**config.mk**
```make
export PLATFORM = sky130hd
export DESIGN_NAME = grid_rect_nearest_free_placer
export DESIGN_NICKNAME = d
export VERILOG_FILES = /design/src/rtl/grnf_pkg.sv /design/src/rtl/grid_rect_nearest_free_placer.sv /design/src/rtl/grnf_ctrl.sv /design/src/rtl/grnf_dpath.sv
export SDC_FILE = /design/constraint.sdc
export NUM_CORES = 2
export LEC_CHECK = 0
export BUFFER_PORTS_ARGS = -buffer_cell sky130_fd_sc_hd__clkbuf_2
export CORE_ASPECT_RATIO = 0.5
export CORE_MARGIN = 2
export CORE_UTILIZATION = 45
export CTS_CLUSTER_DIAMETER = 50
export DETAILED_ROUTE_END_ITERATION = 8
export GPL_ROUTABILITY_DRIVEN = 1
export HOLD_SLACK_MARGIN = 0.03
export RECOVER_POWER = 50
export SYNTH_ARGS = -nofsm -noshare
export SYNTH_HDL_FRONTEND = slang
export SYNTH_SLANG_ARGS = --single-unit
```
**constraint.sdc**
```tcl
create_clock -name i_clk -period 12.5 [get_ports i_clk]
set_input_delay 0.625 -clock i_clk [delete_from_list [all_inputs] [get_ports i_clk]]
set_output_delay 0.625 -clock i_clk [all_outputs]
set_load 0.03 [all_outputs]
```
**src/rtl/grnf_pkg.sv**
```systemverilog
// ----------------------------------------------------------------------------
// grnf_pkg
// Shared types and constants of the nearest-free grid placer.
// ----------------------------------------------------------------------------
package grnf_pkg;

    localparam int MAX_COLS    = 64;
    localparam int MAX_ROWS    = 64;
    localparam int CELL_SHIFT  = 4;                      // 16-pixel cells
    localparam int COL_W       = $clog2(MAX_COLS);
    localparam int ROW_W       = $clog2(MAX_ROWS);
    localparam int ADDR_W      = $clog2(MAX_COLS * MAX_ROWS);
    localparam int WORD_W      = 64;
    localparam int WIDX_W      = ADDR_W - $clog2(WORD_W);
    localparam int BIT_W       = $clog2(WORD_W);
    localparam int GRID_W      = 7;
    localparam int CAND_W      = 18;                     // candidate anchor, signed
    localparam int SPAN_W      = 20;                     // cell-space pixel offset

    localparam logic OP_CLEAR  = 1'b0;
    localparam logic OP_PLACE  = 1'b1;

    localparam logic [1:0] CFG_GRID_WIDTH  = 2'd0;
    localparam logic [1:0] CFG_GRID_HEIGHT = 2'd1;
    localparam logic [1:0] CFG_AREA_LEFT   = 2'd2;
    localparam logic [1:0] CFG_AREA_TOP    = 2'd3;

    localparam logic [1:0] SIDE_LEFT   = 2'd0;
    localparam logic [1:0] SIDE_RIGHT  = 2'd1;
    localparam logic [1:0] SIDE_TOP    = 2'd2;
    localparam logic [1:0] SIDE_BOTTOM = 2'd3;

    typedef struct packed {
        logic clr_wr;      // zero one bitmap word
        logic load;        // capture input item
        logic cand;        // latch current candidate anchor
        logic calc;        // compute cell range, init cursor
        logic rd;          // read word under cursor
        logic step;        // advance cursor
        logic next;        // advance ring search
        logic restore;     // fall back to requested anchor
        logic set_found;
        logic set_marked;
        logic mk_wr;       // write back word with cursor bit set
        logic out_load;    // load result register
    } t_cmd;

    typedef struct packed {
        logic clr_last;
        logic rng_ok;
        logic bit_set;
        logic cur_last;
        logic search_done;
        logic out_free;
    } t_sts;

endpackage

```
**src/rtl/grid_rect_nearest_free_placer.sv**
```systemverilog
// ----------------------------------------------------------------------------
// grid_rect_nearest_free_placer
// Occupancy grid of 16-pixel cells with ring search for a free sprite spot.
// ----------------------------------------------------------------------------
//  channel   dir  handshake             payload
//  s_axis    in   tvalid/tready         tuser: op; tdata: anchor + extents
//  m_axis    out  tvalid/tready         tdata: placed anchor, found, marked
//  cfg       in   i_cfg_we (no stall)   i_cfg_idx, i_cfg_data
//
//  Reset runs a clearing pass over the bitmap (64 words of 64 bits)
//  with tready low; a clear item runs the same pass, then reports.
//  Place: each candidate passes range setup, then each cell is read and
//  checked until a busy cell; marking does a read-modify-write per cell
//  on the single bitmap port. Total depends on occupancy and ring
//  radius, bounded by the grid width.
//  One item is in work at a time; the result register frees the input
//  side while a finished result waits on m_axis.
// ----------------------------------------------------------------------------
module grid_rect_nearest_free_placer (
    input  logic        i_clk,
    input  logic        i_rst_n,
    input  logic        i_cfg_we,
    input  logic [1:0]  i_cfg_idx,   // 0 grid_width, 1 grid_height, 2 area_left, 3 area_top
    input  logic [15:0] i_cfg_data,
    input  logic        s_axis_tvalid,
    output logic        s_axis_tready,
    // [15:0] where_h, [31:16] where_v, [43:32] left_extent,
    // [55:44] width_extent, [67:56] top_extent, [79:68] height_extent
    input  logic [79:0] s_axis_tdata,
    input  logic [0:0]  s_axis_tuser, // [0] op
    output logic        m_axis_tvalid,
    input  logic        m_axis_tready,
    // [15:0] placed_h, [31:16] placed_v, [32] found, [33] marked, rest zero
    output logic [39:0] m_axis_tdata
);

    grnf_pkg::t_cmd cmd;
    grnf_pkg::t_sts sts;

    grnf_ctrl u_ctrl (
        .i_clk      (i_clk),
        .i_rst_n    (i_rst_n),
        .i_in_valid (s_axis_tvalid),
        .i_in_op    (s_axis_tuser[0]),
        .o_in_ready (s_axis_tready),
        .i_sts      (sts),
        .o_cmd      (cmd)
    );

    grnf_dpath u_dpath (
        .i_clk       (i_clk),
        .i_rst_n     (i_rst_n),
        .i_cfg_we    (i_cfg_we),
        .i_cfg_idx   (i_cfg_idx),
        .i_cfg_data  (i_cfg_data),
        .i_in_op     (s_axis_tuser[0]),
        .i_in_data   (s_axis_tdata),
        .o_out_valid (m_axis_tvalid),
        .i_out_ready (m_axis_tready),
        .o_out_data  (m_axis_tdata),
        .i_cmd       (cmd),
        .o_sts       (sts)
    );

endmodule

```
**src/rtl/grnf_ctrl.sv**
```systemverilog
// ----------------------------------------------------------------------------
// grnf_ctrl
// Sequencer for clearing, ring search over candidates and cell marking.
// ----------------------------------------------------------------------------
module grnf_ctrl (
    input  logic           i_clk,
    input  logic           i_rst_n,
    input  logic           i_in_valid,
    input  logic           i_in_op,
    output logic           o_in_ready,
    input  grnf_pkg::t_sts i_sts,
    output grnf_pkg::t_cmd o_cmd
);

    localparam logic [3:0] S_CLR   = 4'd0;
    localparam logic [3:0] S_IDLE  = 4'd1;
    localparam logic [3:0] S_CAND  = 4'd2;
    localparam logic [3:0] S_CALC  = 4'd3;
    localparam logic [3:0] S_RCHK  = 4'd4;
    localparam logic [3:0] S_RD    = 4'd5;
    localparam logic [3:0] S_CHK   = 4'd6;
    localparam logic [3:0] S_MCALC = 4'd7;
    localparam logic [3:0] S_MRCHK = 4'd8;
    localparam logic [3:0] S_MRD   = 4'd9;
    localparam logic [3:0] S_MWR   = 4'd10;
    localparam logic [3:0] S_FIN   = 4'd11;

    logic [3:0] r_state, n_state;
    logic       r_clr_item, n_clr_item;

    assign o_in_ready = (r_state == S_IDLE);

    always_ff @(posedge i_clk) begin
        if (!i_rst_n) begin
            r_state    <= S_CLR;
            r_clr_item <= 1'b0;
        end else begin
            r_state    <= n_state;
            r_clr_item <= n_clr_item;
        end
    end

    always_comb begin
        n_state    = r_state;
        n_clr_item = r_clr_item;
        o_cmd      = '0;
        case (r_state)
            S_CLR: begin
                o_cmd.clr_wr = 1'b1;
                if (i_sts.clr_last) begin
                    n_state = r_clr_item ? S_FIN : S_IDLE;
                end
            end
            S_IDLE: begin
                if (i_in_valid) begin
                    o_cmd.load = 1'b1;
                    if (i_in_op == grnf_pkg::OP_CLEAR) begin
                        n_clr_item = 1'b1;
                        n_state    = S_CLR;
                    end else begin
                        n_state    = S_CAND;
                    end
                end
            end
            S_CAND: begin
                o_cmd.cand = 1'b1;
                n_state    = S_CALC;
            end
            S_CALC: begin
                o_cmd.calc = 1'b1;
                n_state    = S_RCHK;
            end
            S_RCHK: begin
                if (i_sts.rng_ok) begin
                    n_state = S_RD;
                end else if (i_sts.search_done) begin
                    o_cmd.restore = 1'b1;
                    n_state       = S_MCALC;
                end else begin
                    o_cmd.next = 1'b1;
                    n_state    = S_CAND;
                end
            end
            S_RD: begin
                o_cmd.rd = 1'b1;
                n_state  = S_CHK;
            end
            S_CHK: begin
                if (i_sts.bit_set) begin
                    if (i_sts.search_done) begin
                        o_cmd.restore = 1'b1;
                        n_state       = S_MCALC;
                    end else begin
                        o_cmd.next = 1'b1;
                        n_state    = S_CAND;
                    end
                end else if (i_sts.cur_last) begin
                    o_cmd.set_found = 1'b1;
                    n_state         = S_MCALC;
                end else begin
                    o_cmd.step = 1'b1;
                    n_state    = S_RD;
                end
            end
            S_MCALC: begin
                o_cmd.calc = 1'b1;
                n_state    = S_MRCHK;
            end
            S_MRCHK: begin
                if (i_sts.rng_ok) begin
                    o_cmd.set_marked = 1'b1;
                    n_state          = S_MRD;
                end else begin
                    n_state = S_FIN;
                end
            end
            S_MRD: begin
                o_cmd.rd = 1'b1;
                n_state  = S_MWR;
            end
            S_MWR: begin
                o_cmd.mk_wr = 1'b1;
                if (i_sts.cur_last) begin
                    n_state = S_FIN;
                end else begin
                    o_cmd.step = 1'b1;
                    n_state    = S_MRD;
                end
            end
            S_FIN: begin
                if (i_sts.out_free) begin
                    o_cmd.out_load = 1'b1;
                    n_clr_item     = 1'b0;
                    n_state        = S_IDLE;
                end
            end
            default: begin
                n_state = S_IDLE;
            end
        endcase
    end

endmodule

```
**src/rtl/grnf_dpath.sv**
```systemverilog
// ----------------------------------------------------------------------------
// grnf_dpath
// Config registers, search indices, cell range, occupancy bitmap, result.
// ----------------------------------------------------------------------------
module grnf_dpath (
    input  logic           i_clk,
    input  logic           i_rst_n,
    input  logic           i_cfg_we,
    input  logic [1:0]     i_cfg_idx,
    input  logic [15:0]    i_cfg_data,
    input  logic           i_in_op,
    input  logic [79:0]    i_in_data,
    output logic           o_out_valid,
    input  logic           i_out_ready,
    output logic [39:0]    o_out_data,
    input  grnf_pkg::t_cmd i_cmd,
    output grnf_pkg::t_sts o_sts
);

    localparam int CW = grnf_pkg::CAND_W;
    localparam int SW = grnf_pkg::SPAN_W;
    localparam int CS = grnf_pkg::CELL_SHIFT;

    // configuration
    logic [grnf_pkg::GRID_W-1:0] r_gw, r_gh;
    logic signed [15:0]          r_area_l, r_area_t;

    always_ff @(posedge i_clk) begin
        if (!i_rst_n) begin
            r_gw     <= 7'd64;
            r_gh     <= 7'd64;
            r_area_l <= '0;
            r_area_t <= '0;
        end else if (i_cfg_we) begin
            case (i_cfg_idx)
                grnf_pkg::CFG_GRID_WIDTH:  r_gw     <= i_cfg_data[6:0];
                grnf_pkg::CFG_GRID_HEIGHT: r_gh     <= i_cfg_data[6:0];
                grnf_pkg::CFG_AREA_LEFT:   r_area_l <= i_cfg_data;
                grnf_pkg::CFG_AREA_TOP:    r_area_t <= i_cfg_data;
                default: ;
            endcase
        end
    end

    logic [grnf_pkg::GRID_W-1:0] gw_eff, gh_eff;
    assign gw_eff = (r_gw > 7'(grnf_pkg::MAX_COLS)) ? 7'(grnf_pkg::MAX_COLS) : r_gw;
    assign gh_eff = (r_gh > 7'(grnf_pkg::MAX_ROWS)) ? 7'(grnf_pkg::MAX_ROWS) : r_gh;

    // captured item
    logic               r_op;
    logic signed [15:0] r_h0, r_v0;
    logic [11:0]        r_lext, r_wext, r_text, r_hext;

    always_ff @(posedge i_clk) begin
        if (i_cmd.load) begin
            r_op   <= i_in_op;
            r_h0   <= i_in_data[15:0];
            r_v0   <= i_in_data[31:16];
            r_lext <= i_in_data[43:32];
            r_wext <= i_in_data[55:44];
            r_text <= i_in_data[67:56];
            r_hext <= i_in_data[79:68];
        end
    end

    // ring search indices
    logic                        r_first;
    logic [grnf_pkg::GRID_W-1:0] r_rad;
    logic signed [7:0]           r_idx;
    logic [1:0]                  r_side;

    always_ff @(posedge i_clk) begin
        if (i_cmd.load) begin
            r_first <= 1'b1;
            r_rad   <= 7'd1;
            r_idx   <= -8'sd1;
            r_side  <= grnf_pkg::SIDE_LEFT;
        end else if (i_cmd.next) begin
            if (r_first) begin
                r_first <= 1'b0;
            end else if (r_side != grnf_pkg::SIDE_BOTTOM) begin
                r_side <= r_side + 2'd1;
            end else begin
                r_side <= grnf_pkg::SIDE_LEFT;
                if (r_idx < $signed({1'b0, r_rad})) begin
                    r_idx <= r_idx + 8'sd1;
                end else begin
                    r_rad <= r_rad + 7'd1;
                    r_idx <= -$signed({1'b0, r_rad + 7'd1});
                end
            end
        end
    end

    assign o_sts.search_done = r_first ? (gw_eff <= 7'd1)
                             : ((r_side == grnf_pkg::SIDE_BOTTOM)
                             && (r_idx == $signed({1'b0, r_rad}))
                             && ({1'b0, r_rad} + 8'd1 >= {1'b0, gw_eff}));

    // candidate anchor
    logic signed [CW-1:0] d_off, e_off, h0_x, v0_x, cand_h, cand_v;
    logic signed [CW-1:0] r_ch, r_cv;

    assign d_off = $signed({{(CW-grnf_pkg::GRID_W-CS){1'b0}}, r_rad, {CS{1'b0}}});
    assign e_off = $signed({{(CW-8-CS){r_idx[7]}}, r_idx, {CS{1'b0}}});
    assign h0_x  = CW'(r_h0);
    assign v0_x  = CW'(r_v0);

    always_comb begin
        cand_h = h0_x;
        cand_v = v0_x;
        if (!r_first) begin
            case (r_side)
                grnf_pkg::SIDE_LEFT:  begin cand_h = h0_x - d_off; cand_v = v0_x + e_off; end
                grnf_pkg::SIDE_RIGHT: begin cand_h = h0_x + d_off; cand_v = v0_x + e_off; end
                grnf_pkg::SIDE_TOP:   begin cand_h = h0_x + e_off; cand_v = v0_x - d_off; end
                default:              begin cand_h = h0_x + e_off; cand_v = v0_x + d_off; end
            endcase
        end
    end

    always_ff @(posedge i_clk) begin
        if (i_cmd.cand) begin
            r_ch <= cand_h;
            r_cv <= cand_v;
        end else if (i_cmd.restore) begin
            r_ch <= h0_x;
            r_cv <= v0_x;
        end
    end

    // cell range of the candidate rectangle
    logic signed [SW-1:0] x0, x1, y0, y1;
    logic                 fits, rng_ok_c;

    assign x0 = SW'(r_ch) - $signed({{(SW-12){1'b0}}, r_lext}) - SW'(r_area_l);
    assign x1 = x0 + $signed({{(SW-12){1'b0}}, r_wext});
    assign y0 = SW'(r_cv) - $signed({{(SW-12){1'b0}}, r_text}) - SW'(r_area_t);
    assign y1 = y0 + $signed({{(SW-12){1'b0}}, r_hext});
    assign fits = (r_ch[CW-1:15] == '0 || r_ch[CW-1:15] == '1)
               && (r_cv[CW-1:15] == '0 || r_cv[CW-1:15] == '1);
    // x0 >= one cell means column 0 excluded; then x1 is non-negative too
    assign rng_ok_c = fits
        && (x0 >= $signed(SW'(1 << CS))) && (y0 >= $signed(SW'(1 << CS)))
        && (x1[SW-1:CS] < (SW-CS)'(gw_eff)) && (y1[SW-1:CS] < (SW-CS)'(gh_eff));

    logic                            r_rng_ok;
    logic [grnf_pkg::COL_W-1:0]      r_c0, r_c1, r_col;
    logic [grnf_pkg::ROW_W-1:0]      r_r1, r_row;

    always_ff @(posedge i_clk) begin
        if (i_cmd.calc) begin
            r_rng_ok <= rng_ok_c;
            r_c0     <= x0[CS +: grnf_pkg::COL_W];
            r_col    <= x0[CS +: grnf_pkg::COL_W];
            r_c1     <= x1[CS +: grnf_pkg::COL_W];
            r_row    <= y0[CS +: grnf_pkg::ROW_W];
            r_r1     <= y1[CS +: grnf_pkg::ROW_W];
        end else if (i_cmd.step) begin
            if (r_col == r_c1) begin
                r_col <= r_c0;
                r_row <= r_row + 1'b1;
            end else begin
                r_col <= r_col + 1'b1;
            end
        end
    end

    assign o_sts.rng_ok   = r_rng_ok;
    assign o_sts.cur_last = (r_col == r_c1) && (r_row == r_r1);

    // occupancy bitmap, 64-bit words, flat address row * stride + column
    logic [grnf_pkg::WORD_W-1:0] mem [2**grnf_pkg::WIDX_W];
    logic [grnf_pkg::WORD_W-1:0] r_rd_word;
    logic [grnf_pkg::WIDX_W-1:0] r_widx, r_clr_cnt;
    logic [grnf_pkg::BIT_W-1:0]  r_bit;
    logic [12:0]                 addr_c;

    assign addr_c = {7'd0, r_row} * {6'd0, gw_eff} + {7'd0, r_col};

    always_ff @(posedge i_clk) begin
        if (i_cmd.rd) begin
            r_rd_word <= mem[addr_c[grnf_pkg::ADDR_W-1:grnf_pkg::BIT_W]];
            r_widx    <= addr_c[grnf_pkg::ADDR_W-1:grnf_pkg::BIT_W];
            r_bit     <= addr_c[grnf_pkg::BIT_W-1:0];
        end
        if (i_cmd.clr_wr) begin
            mem[r_clr_cnt] <= '0;
        end else if (i_cmd.mk_wr) begin
            mem[r_widx] <= r_rd_word | (grnf_pkg::WORD_W'(1) << r_bit);
        end
    end

    always_ff @(posedge i_clk) begin
        if (!i_rst_n) begin
            r_clr_cnt <= '0;
        end else if (i_cmd.clr_wr) begin
            r_clr_cnt <= r_clr_cnt + 1'b1;
        end
    end

    assign o_sts.clr_last = (r_clr_cnt == '1);
    assign o_sts.bit_set  = r_rd_word[r_bit];

    // result flags and output register
    logic r_found, r_marked, r_out_valid;
    logic [39:0] r_out_data;

    always_ff @(posedge i_clk) begin
        if (i_cmd.load) begin
            r_found  <= 1'b0;
            r_marked <= 1'b0;
        end else begin
            if (i_cmd.set_found)  r_found  <= 1'b1;
            if (i_cmd.set_marked) r_marked <= 1'b1;
        end
    end

    always_ff @(posedge i_clk) begin
        if (!i_rst_n) begin
            r_out_valid <= 1'b0;
        end else if (i_cmd.out_load) begin
            r_out_valid <= 1'b1;
        end else if (i_out_ready) begin
            r_out_valid <= 1'b0;
        end
    end

    always_ff @(posedge i_clk) begin
        if (i_cmd.out_load) begin
            if (r_op == grnf_pkg::OP_CLEAR) begin
                r_out_data <= '0;
            end else begin
                r_out_data <= {6'd0, r_marked, r_found, r_cv[15:0], r_ch[15:0]};
            end
        end
    end

    assign o_sts.out_free = !r_out_valid || i_out_ready;
    assign o_out_valid    = r_out_valid;
    assign o_out_data     = r_out_data;

endmodule

```
==> flow_summary.json <==
{
  "post_cts_buffers": 0,
  "slowest_delay_ps": 1150,
  "grt_max_degree": 143,
  "tns_ps": 0,
  "clk_path_buf_depth": 4,
  "h-tree-depth": 5,
  "worst_pin_slew_ps": 8960,
  "synth_top_flop_cell": "edfxtp_1",
  "final-hold-violation-count": 0,
  "cts_buffers": 404,
  "netlist_instances": 8895,
  "wl_per_cell_um": 35.9,
  "clk_latency_ps": 1000,
  "ys_seq_elements": 4430,
  "vias_per_cell": 6.45,
  "cp-start-kind": "flop",
  "hold-worst-slack_ps": 66.5,
  "slew_violations": 4304,
  "regToRegSetupSlack_ps": 4240,
  "core_region_area_mm2": 0.390,
  "start_util": 0.452,
  "async_flop_share": 0,
  "worstPathCellList": "nor2b_1, and2_1, fa_1, inv_1, fa_1, inv_1, fa_1, inv_1, fa_1, inv_1, ha_1, nand2_1, o211ai_1, o31a_1, o211ai_1, nor3_4, buf_4, buf_4, a32oi_1, and4_1",
  "hpwl_mm": 289,
  "criticalPathCategory": "reg -> reg",
  "ys_seq_area_frac": 0.750,
  "failed_checks": "max-capacitance violations, max-slew violations",
  "ios": 146,
  "grt_overflow": 0,
  "rows": 162,
  "rsz0062_at_grt": "no",
  "yosys_warnings": 0,
  "drive_gt1_frac": 0.207,
  "critPathArrivalTime_ps": 9000,
  "finalWirelength_mm": 535,
  "ir_drop_uv": 111,
  "syn_area_per_cell_um2": 19.8,
  "die_h_um": 447,
  "relSlewSlack": -4.97,
  "syn-cell-area_mm2": 0.176,
  "cts-root-buf": "clkbuf_16",
  "hold_path.class": "in -> reg",
  "path_clk_slew_ps": 60,
  "clkSinkCount": 4430,
  "r2r_cells": 20,
  "pwr_density_cell_mw_per_mm2": 151,
  "dr.pass1.iters": 5,
  "fp.dieW_um": 889,
  "drt_iter0_markers": 15600,
  "setup.worst_path.end_class": "flop",
  "crit_fanout": 38,
  "place_ws_ps": 4440,
  "grt_pass1_wl_mm": 736,
  "first_global_vias": 91600,
  "area_growth_pct": 12.3,
  "path_depth": 20,
  "antenna_found_initial": 23,
  "min_period_ps": 8260,
  "critPathTopFamily": "adder cells",
  "numPortBuffers": 139,
  "grtUsageTotal": 0.265,
  "fp.dieArea_mm2": 0.397,
  "worstPathRequired_ps": 13230,
  "routabilityCongestion": 0.866,
  "setup_slack_ps": 4240,
  "final_nets": 9636,
  "cts_tree": "built",
  "crit_slowest_cell": "nor3_4",
  "synthDistinctLibCells": 84,
  "holdPathStages": 3,
  "drc_errors": 0,
  "max_freq_mhz": 121,
  "status": "finished, violations left",
  "finClkSkew_ps": 63.7,
  "ant_nets": 0,
  "synth-edff-count": 4352,
  "vias": 96100,
  "period_share": 0.661,
  "p_leak_nw": 60.5,
  "setup_viol": 0,
  "drv_cap": 73,
  "critPathBufInv": 6
}
==> metal layers <==
metal,routed length [um],global-route usage,share of wire,up-vias
met1,217000,0.397,0.40,51800
li1,-,-,-,37400
met3,65900,0.0624,0.12,868
met4,15900,0.0733,0.030,8
met2,237000,0.392,0.44,5969
met5,61,0.000606,0.00011,-
==> metrics by stage <==
step | power, W | utilization | area (um^2) | cells
2_1_floorplan | 0.0173 | - | 176000 | 8900
3_3_place_gp | 0.0177 | 0.474 | 185000 | 14100
3_5_place_dp | 0.0177 | 0.474 | 185000 | 14100
4_1_cts | 0.0300 | 0.510 | 199000 | 14900
5_1_grt | 0.0306 | 0.508 | 198000 | 14900
6_report | 0.0298 | 0.508 | 198000 | 14900
==> registers in the layout, indices dropped and copies added, names as in the netlist, 7 cells and up <==
| signal | flops |
|---|---|
| u_dpath.r_area_l | 16 |
| u_dpath.r_text | 12 |
| u_dpath.r_h0 | 16 |
| u_dpath.r_hext | 12 |
| u_dpath.r_v0 | 16 |
| u_dpath.r_ch | 17 |
| u_dpath.r_wext | 12 |
| u_dpath.r_area_t | 16 |
| u_dpath.r_cv | 17 |
| u_dpath.r_gw | 7 |
| u_dpath.mem | 4096 |
| u_dpath.r_lext | 12 |
| u_dpath.r_rad | 7 |
| u_dpath.o_out_data | 34 |
| u_dpath.r_gh | 7 |
| u_dpath.r_idx | 8 |
| u_dpath.r_rd_word | 64 |
==> worst reg2reg max path: stages, from the launching register on <==
cell      delay (ps)
dfxtp_1          630
nor2b_1          220
and2_1           230
fa_1             530
inv_1             60
fa_1             540
inv_1             50
fa_1             470
inv_1             50
fa_1             480
inv_1             40
ha_1             330
nand2_1           60
o211ai_1         340
o31a_1           240
o211ai_1         500
nor3_4          1150
buf_4            610
buf_4            940
a32oi_1          300
and4_1           250
==> cells by family after synthesis <==
group                    Yosys count  share of synthesized area
AND/OR/NAND/NOR                 1451                     0.0389
buffers and inverters            635                     0.0146
XOR/XNOR                         113                    0.00566
multiplexers                    1142                      0.139
other                              1                  0.0000213
AO/OA/AOI/OAI                    908                     0.0350
adder cells (fa/ha/maj)          215                     0.0173
flip-flops                      4430                      0.750
==> cell usage in the layout (no fill, tap or decap), types with 74 or more instances in the layout <==
master | netlist | final
nor2_1 | 250 | 177
a21oi_1 | 209 | 209
buf_4 | 8 | 191
inv_1 | 159 | 160
nor2_4 | 0 | 74
edfxtp_1 | 4352 | 4352
and3_1 | 80 | 80
clkbuf_1 | 285 | 172
dfxtp_1 | 78 | 78
a31oi_1 | 77 | 77
clkbuf_2 | 0 | 74
mux4_2 | 1038 | 1038
nand3_1 | 165 | 165
o21ai_0 | 88 | 90
nand2_1 | 641 | 641
mux2i_1 | 101 | 101
a22oi_1 | 265 | 265
ha_1 | 166 | 166
clkbuf_16 | 0 | 408
clkinv_1 | 7 | 89
dlygate4sd3_1 | 0 | 97
==> where the power goes <==
group	internal [W]	total (W)	switching, W
logic	0.000467	0.00127	0.000798
registers	0.0162	0.0162	0.0000288
clock network	0.00680	0.0124	0.00558
total	0.0234	0.0298	0.00641
==> path summary, 6_finish.rpt <==
kind / from / end
setup reg to reg: u_dpath.r_gw[6] / u_dpath.r_rd_word[55]
setup / recovery: u_dpath.r_gw[6] / u_dpath.r_rd_word[55]
hold reg to reg: u_dpath.r_h0[0] / u_dpath.r_ch[0]
hold / removal: i_cfg_data[0] / u_dpath.r_area_t[0]
==> area by class of cell <==
cell class	count	area (um^2)
Antenna cell	18	45.0
Clock buffer	489	10500
Clock inverter	235	2330
Fill cell	30900	192000
Inverter	169	651
Multi-Input combinational cell	3835	42200
Sequential cell	4430	132000
Tap cell	5248	6570
Timing Repair Buffer	477	3550
==> synthesized netlist by cell type, types with 101 or more instances <==
library cell	instances	area [um^2]
a21oi_1	209	1050
buf_2	111	556
ha_1	166	2080
a22oi_1	265	1990
nor2_1	250	938
nand2_1	641	2410
edfxtp_1	4352	131000
clkbuf_1	285	1070
mux4_2	1038	23400
mux2i_1	101	1010
nand3_1	165	826
inv_1	159	597
==> timing repair <==
item                                    4_1_cts  5_1_grt
hold buffers                                 97        0
hold endpoints to repair                    110        0
resized for setup                             0        0
endpoints found under the setup margin        0        0
Note: power is estimated with default switching activity, not from simulation.
